File: src/rtl/tksel_pkg.sv
// Shared types and constants for the top-K class selector.
`timescale 1ns / 1ps

package tksel_pkg;

  localparam int TOP_K_DEF       = 5;
  localparam int MAX_CLASSES_DEF = 4096;

  localparam int SAMPLE_W    = 8;
  localparam int VALUE_W     = 9;
  localparam int CLASS_W     = 12;
  localparam int SCALE_W     = 24;
  localparam int SCORE_W     = 33;
  localparam int CFG_INDEX_W = 1;

  // Configuration register indexes
  localparam logic [CFG_INDEX_W-1:0] REG_SAMPLE_IS_UNSIGNED = 1'd0;
  localparam logic [CFG_INDEX_W-1:0] REG_SCORE_SCALE        = 1'd1;

  localparam logic [SCALE_W-1:0] SCALE_RESET = 24'd65536;

  typedef struct packed {
    logic                      valid;
    logic signed [VALUE_W-1:0] value;
    logic [CLASS_W-1:0]        cls;
  } slot_t;

  localparam slot_t SLOT_EMPTY = '{valid: 1'b0, value: '0, cls: '0};

endpackage

File: src/rtl/top_k_class_selector.sv
// Top level of the top-K class selector: cell chain, drain queue and scaling output.
`timescale 1ns / 1ps

// Channel   Direction  Handshake                  Payload
// sample    in         sample_valid/sample_ready  sample, end_of_scores
// result    out        result_valid/result_ready  class_index, score, last_of_run
// cfg       in         cfg_valid/cfg_ready        cfg_index, cfg_data
//
// One score is taken per cycle while sample_ready is high; the TOP_K cells
// compare it in parallel and shift the ranked list by one place in the same cycle.
// The end-marked transaction copies the updated list into a drain queue and
// clears the cells, so the next vector starts on the following cycle.
// Results leave one per cycle while result_ready allows, through a 9x24
// multiplier into the output register, each after passing the drain queue.
// An end-marked sample waits while the drain queue still holds results.
// Reset is synchronous; cfg_ready is always high.

module top_k_class_selector #(
  parameter int TOP_K       = tksel_pkg::TOP_K_DEF,
  parameter int MAX_CLASSES = tksel_pkg::MAX_CLASSES_DEF
) (
  input  logic                                   clk,
  input  logic                                   rst,
  input  logic                                   sample_valid,
  output logic                                   sample_ready,
  input  logic [tksel_pkg::SAMPLE_W-1:0]         sample,
  input  logic                                   end_of_scores,
  output logic                                   result_valid,
  input  logic                                   result_ready,
  output logic [tksel_pkg::CLASS_W-1:0]          class_index,
  output logic signed [tksel_pkg::SCORE_W-1:0]   score,
  output logic                                   last_of_run,
  input  logic                                   cfg_valid,
  output logic                                   cfg_ready,
  input  logic [tksel_pkg::CFG_INDEX_W-1:0]      cfg_index,
  input  logic [tksel_pkg::SCALE_W-1:0]          cfg_data
);
  import tksel_pkg::*;

  localparam int CNT_W = $clog2(MAX_CLASSES + 1);

  // Configuration registers
  logic               sample_is_unsigned;
  logic [SCALE_W-1:0] score_scale;

  assign cfg_ready = 1'b1;

  always_ff @(posedge clk) begin
    if (rst) begin
      sample_is_unsigned <= 1'b0;
      score_scale        <= SCALE_RESET;
    end else if (cfg_valid) begin
      unique case (cfg_index)
        REG_SAMPLE_IS_UNSIGNED: sample_is_unsigned <= cfg_data[0];
        REG_SCORE_SCALE:        score_scale        <= cfg_data;
        default:                ;
      endcase
    end
  end

  // Input side
  logic                      accept;
  logic                      ins_en;
  logic                      clr;
  logic [CNT_W-1:0]          counter;
  logic [CNT_W+CLASS_W-1:0]  counter_wide;
  logic [CLASS_W-1:0]        cur_cls;
  logic signed [VALUE_W-1:0] cur_value;
  logic                      scale_nz;

  slot_t            cell_q   [TOP_K];
  slot_t            cell_ins [TOP_K];
  logic [TOP_K-1:0] take;

  slot_t            dq [TOP_K];
  logic [TOP_K:0]   dvalid;
  logic             pop;

  assign sample_ready = !end_of_scores || !dq[0].valid;
  assign accept       = sample_valid && sample_ready;
  assign ins_en       = accept && (counter < CNT_W'(MAX_CLASSES));
  assign clr          = accept && end_of_scores;
  assign scale_nz     = (score_scale != '0);

  // Low 12 bits of the class position, whatever the counter width
  assign counter_wide = {{CLASS_W{1'b0}}, counter};
  assign cur_cls      = counter_wide[CLASS_W-1:0];
  assign cur_value    = sample_is_unsigned ? $signed({1'b0, sample})
                                           : $signed({sample[SAMPLE_W-1], sample});

  always_ff @(posedge clk) begin
    if (rst) begin
      counter <= '0;
    end else if (clr) begin
      counter <= '0;
    end else if (ins_en) begin
      counter <= counter + 1'b1;
    end
  end

  // Ranking chain, best first; a cell below the insert point takes the
  // old entry of the cell above it
  for (genvar i = 0; i < TOP_K; i++) begin : g_cell
    slot_t prev_ins;
    logic  prev_take;
    if (i == 0) begin : g_head
      assign prev_ins  = SLOT_EMPTY;
      assign prev_take = 1'b0;
    end else begin : g_link
      assign prev_ins  = cell_q[i-1];
      assign prev_take = take[i-1];
    end

    tksel_cell u_cell (
      .clk       (clk),
      .rst       (rst),
      .value     (cur_value),
      .cls       (cur_cls),
      .scale_nz  (scale_nz),
      .ins_en    (ins_en),
      .clr       (clr),
      .prev_ins  (prev_ins),
      .prev_take (prev_take),
      .q         (cell_q[i]),
      .q_ins     (cell_ins[i]),
      .take      (take[i])
    );
  end

  // Drain queue: loaded with the final list, shifts toward the head on each pop
  always_comb begin
    for (int i = 0; i < TOP_K; i++) begin
      dvalid[i] = dq[i].valid;
    end
    dvalid[TOP_K] = 1'b0;
  end

  assign pop = dq[0].valid && (!result_valid || result_ready);

  always_ff @(posedge clk) begin
    if (rst) begin
      for (int i = 0; i < TOP_K; i++) begin
        dq[i].valid <= 1'b0;
      end
    end else if (clr) begin
      for (int i = 0; i < TOP_K; i++) begin
        dq[i] <= cell_ins[i];
      end
    end else if (pop) begin
      for (int i = 0; i < TOP_K - 1; i++) begin
        dq[i] <= dq[i+1];
      end
      dq[TOP_K-1] <= SLOT_EMPTY;
    end
  end

  // Scale the head entry straight into the output register
  logic signed [SCORE_W-1:0] prod;

  assign prod = SCORE_W'($signed(dq[0].value)) * SCORE_W'($signed({1'b0, score_scale}));

  always_ff @(posedge clk) begin
    if (rst) begin
      result_valid <= 1'b0;
    end else if (pop) begin
      result_valid <= 1'b1;
    end else if (result_ready) begin
      result_valid <= 1'b0;
    end
  end

  always_ff @(posedge clk) begin
    if (pop) begin
      class_index <= dq[0].cls;
      score       <= prod;
      last_of_run <= !dvalid[1];
    end
  end

endmodule

File: src/rtl/tksel_cell.sv
// One ranking cell: holds a kept score and takes the new score or its neighbor's.
`timescale 1ns / 1ps

module tksel_cell (
  input  logic                               clk,
  input  logic                               rst,
  input  logic signed [tksel_pkg::VALUE_W-1:0] value,
  input  logic [tksel_pkg::CLASS_W-1:0]      cls,
  input  logic                               scale_nz,
  input  logic                               ins_en,
  input  logic                               clr,
  input  tksel_pkg::slot_t                   prev_ins,
  input  logic                               prev_take,
  output tksel_pkg::slot_t                   q,
  output tksel_pkg::slot_t                   q_ins,
  output logic                               take
);
  import tksel_pkg::*;

  // New score wins over an empty slot, or a strictly smaller one if scale_nz.
  // take is high once the insert point is here or further up the chain;
  // below that point every cell shifts down by one.
  always_comb begin
    take  = prev_take || !q.valid || (scale_nz && (value > q.value));
    q_ins = q;
    if (ins_en) begin
      if (prev_take) begin
        q_ins = prev_ins;
      end else if (take) begin
        q_ins = '{valid: 1'b1, value: value, cls: cls};
      end
    end
  end

  always_ff @(posedge clk) begin
    if (rst) begin
      q.valid <= 1'b0;
    end else if (clr) begin
      q <= SLOT_EMPTY;
    end else begin
      q <= q_ins;
    end
  end

endmodule

File: config.mk
export PLATFORM = sky130hd
export DESIGN_NAME = top_k_class_selector
export DESIGN_NICKNAME = d
export VERILOG_FILES = /design/src/rtl/tksel_pkg.sv /design/src/rtl/top_k_class_selector.sv /design/src/rtl/tksel_cell.sv
export SDC_FILE = /design/constraint.sdc
export NUM_CORES = 1
export LEC_CHECK = 0
export BUFFER_PORTS_ARGS = -buffer_cell sky130_fd_sc_hd__buf_4
export CORE_MARGIN = 1.5
export CORE_UTILIZATION = 40
export CTS_BUF_LIST = sky130_fd_sc_hd__clkbuf_4 sky130_fd_sc_hd__clkbuf_8
export DETAILED_ROUTE_END_ITERATION = 8
export PLACE_DENSITY = 0.61
export SLEW_MARGIN = 5
export SYNTH_ARGS = -nofsm -noshare
export SYNTH_HDL_FRONTEND = slang
export SYNTH_SLANG_ARGS = --single-unit
File: constraint.sdc
create_clock -name clk -period 14.7 [get_ports clk]
set_input_delay 0.735 -clock clk [delete_from_list [all_inputs] [get_ports clk]]
set_output_delay 0.735 -clock clk [all_outputs]
set_load 0.01 [all_outputs]
==> impl_metrics.yaml <==
critical_path:
  r2r_end: "score[31]"
  startpoint: "dq[0][20]"
  worstPathArrival_ns: 6.55
  reg2reg_depth: 17
  crit_path_start_kind: "flop"
  cp-end-kind: "flop"
  required_ns: 15.09
  reg2reg_from: "dq[0][20]"
  ff2ff_setup_slack_ns: 8.54
  cp-endpoint: "score[31]"
  criticalPathCategory: "reg2reg"
  crit_fanout: 26
synth:
  synth-compound-area-share: 0.136
  synth_ff_type: "edfxtp_1"
  synth_top_area_cell: "edfxtp_1"
  synth_cell_types: 76
  synth_top_family_by_area: "adder cells"
  synthAdderAreaFrac: 0.221
  syn_avg_cell_area_um2: 10.6
  synth-xor-area-share: 0.0144
  synth_area_leaders: "edfxtp_1 37%, fa_1 15%, ha_1 7.5%"
  synth_edf_count: 261
  synth_seq_cells: 305
  ys_seq_area_frac: 0.411
  yosysTopAreaCellShare: 0.369
  synth_area_um2: 21200
  synthSimpleGateAreaFrac: 0.146
  synth_warnings: 0
  syn_inst: 2005
  synth_mux_area_frac: 0.0128
  synth.net_count: 2326
  synth_top_cells_by_count: "267 x nand2_1, 261 x edfxtp_1, 182 x inv_1, 155 x fa_1, 127 x ha_1"
  synth.most_common_cell: "nand2_1"
  synth-async-reset-ratio: 0
route:
  drc: 0
  vias: 15528
  routed_wl_um: 56200
  routed_via_density: 5.62
  routedWlPerCell_um: 20.3
  first_pass_iters: 5
  drtIter0Drc: 1208
  final_antenna_net_count: 0
pwr:
  power.internal_uw: 1800
  clkPwrFrac: 0.318
  p_switching_uw: 870
  p_seq_frac: 0.420
  ir_drop_mv: 0.0648
  power_density_nw_per_um2: 114
  p_leak_uw: 0.00985
  finalPower_uw: 2670
  sw_frac_of_total: 0.326
  p_comb_frac: 0.263
cells_and_area:
  multi_input_area_um2: 11300
  seq_area_um2: 8720
  fillCellCount: 4957
  layout.nets: 2352
  n_antenna_cell: 0
  drive_gt1_frac: 0.116
  area_delta_synth_final_pct: 10.7
  design_area_um2: 23500
clock_network:
  numCtsBuffers: 54
  post_cts_buffers: 0
  cts_tree: "yes"
  cts_sinks: 305
  cts-hold-fix-buffers: 0
  ctsResizeCount: 0
  ctsRootBufferMaster: "clkbuf_8"
  htreeDepth: 2
  clk_path_buf_depth: 3
  clk_latency_ns: 0.69
  cts.clk_slew.worst_paths_ns: 0.08
die:
  core_um2: 52400
  row_count: 84
  ios: 88
  die_h_um: 233
  start_util: 0.405
  die_area_um2: 54400
  die_w_um: 233
grt:
  grt_max_degree: 77
  grt_antenna_before_repair: 1
  grt_pass1_vias: 16158
  grt_pass1_wl_um: 88900
  gr-total-overflow: 0
  grt_usage: 0.210
run_status:
  status: "finished clean"
timing:
  hold_violations: 0
  timing.final.crit_period_ns: 6.16
  tightest_slew_ns: 1.26
  post-route-period-util: 0.419
  max_freq_mhz: 162
  finalSetupViolCount: 0
  rsz0062_at_grt: "no"
  maxSlewViolCount: 0
  slew_headroom: 0.160
  fin_worst_hold_slack_ns: 0.319
  clock_skew_ns: 0.0445
  fin_tns_setup_ns: 0
placement:
  placed_cell_area_um2: 22300
  portBuffers: 86
  gp_congestion: 0.841
  dp_hpwl_um: 37600
run:
  max_cap_viol_count: 0
worst_hold_path:
  hold_class: "in2reg"
-- logic make-up after synthesis --
logic type / after synthesis
compound gates: 415
xor+xnor: 35
simple gates: 627
buf+inv: 313
fa+ha+maj: 282
other cells: 1
mux: 27
flops: 305
-- registers in the layout (all words and copies together) (netlist names) --
register,cells
score_scale,24
last_of_run,1
score,33
sample_is_unsigned,1
result_valid,1
class_index,12
dq,110
g_cell.u_cell.q,110
counter,13
-- final cells by class --
| type | count | area share |
|---|---|---|
| Clock buffer | 78 | 0.0401 |
| Multi-Input combinational cell | 1387 | 0.482 |
| Inverter | 183 | 0.0294 |
| Clock inverter | 24 | 0.00837 |
| Tap cell | 688 | 0.0367 |
| Timing Repair Buffer | 100 | 0.0320 |
| Sequential cell | 305 | 0.371 |
-- power groups by stage --
stage / logic, uW / registers, uW / clock network [uW]
finish: 703 / 1120 / 849
CTS: 708 / 1120 / 870
floorplan: 494 / 1120 / 0
global placement: 691 / 1140 / 0
detailed placement: 703 / 1140 / 0
global route: 790 / 1130 / 903
-- stage by stage --
step            util  instances  worst slack (ns)
2_1_floorplan      -       2005              7.88
3_3_place_gp   0.426       2663              8.69
3_5_place_dp   0.426       2663              8.57
4_1_cts        0.448       2765              8.50
5_1_grt        0.448       2765              8.30
6_report       0.448       2765              8.54
-- layer usage --
| metal | wire (um) | vias to the layer above | GRT usage |
|---|---|---|---|
| li1 | - | 7090 | - |
| met1 | 24000 | 7775 | 0.280 |
| met2 | 26700 | 547 | 0.348 |
| met3 | 3900 | 116 | 0.0308 |
| met4 | 1690 | 0 | 0.0712 |
| met5 | 0 | - | 0 |
-- cells in the final DEF (no fill, tap or decap), types with 12 or more instances in the layout --
master | synthesis | layout
nor2_2 | 12 | 12
clkbuf_4 | 0 | 21
nor2_4 | 11 | 13
buf_4 | 4 | 100
mux2i_1 | 26 | 26
edfxtp_1 | 261 | 261
inv_1 | 182 | 180
nand4_1 | 16 | 16
clkbuf_8 | 0 | 57
xnor2_1 | 25 | 25
nor2b_1 | 22 | 22
a221o_1 | 15 | 15
nor3_1 | 32 | 32
fa_1 | 155 | 155
nand3_1 | 13 | 13
and2_1 | 101 | 101
nand2_1 | 267 | 266
nor2_1 | 89 | 87
o31ai_1 | 25 | 25
nand2b_1 | 18 | 18
o22ai_1 | 25 | 25
a21o_1 | 12 | 12
and3_1 | 16 | 15
a32oi_1 | 20 | 20
a22oi_1 | 43 | 43
o21ai_0 | 63 | 63
ha_1 | 127 | 127
dfxtp_1 | 44 | 44
a22o_1 | 43 | 43
a21oi_1 | 99 | 97
-- worst min-delay path by stage --
| stage | cells after the start | to | slack [ns] | from |
|---|---|---|---|---|
| after floorplan | 0 | class_index[0] | 0.40 | dq[0][0] |
| after global placement | 0 | class_index[1] | 0.41 | dq[0][1] |
| after detailed placement | 0 | class_index[7] | 0.41 | dq[0][7] |
| after CTS | 3 | score_scale[6] | 0.27 | cfg_data[6] |
| after global routing | 3 | score_scale[2] | 0.31 | cfg_data[2] |
| final | 3 | score_scale[4] | 0.32 | cfg_data[4] |
-- worst max-delay path, cell delays in order, from the launching register on --
cell and delay [ns]:
edfxtp_1 1.03, nor2b_1 0.25, fa_1 0.45, fa_1 0.48
fa_1 0.50, inv_1 0.05, fa_1 0.47, inv_1 0.04
ha_1 0.29, ha_1 0.40, and4_1 0.28, and3_1 0.17
o211ai_1 0.10, a211oi_1 0.74, o21ai_0 0.24, nand2_1 0.13
a221oi_1 0.10, xnor2_1 0.14
(Power assumes the default switching activity.)
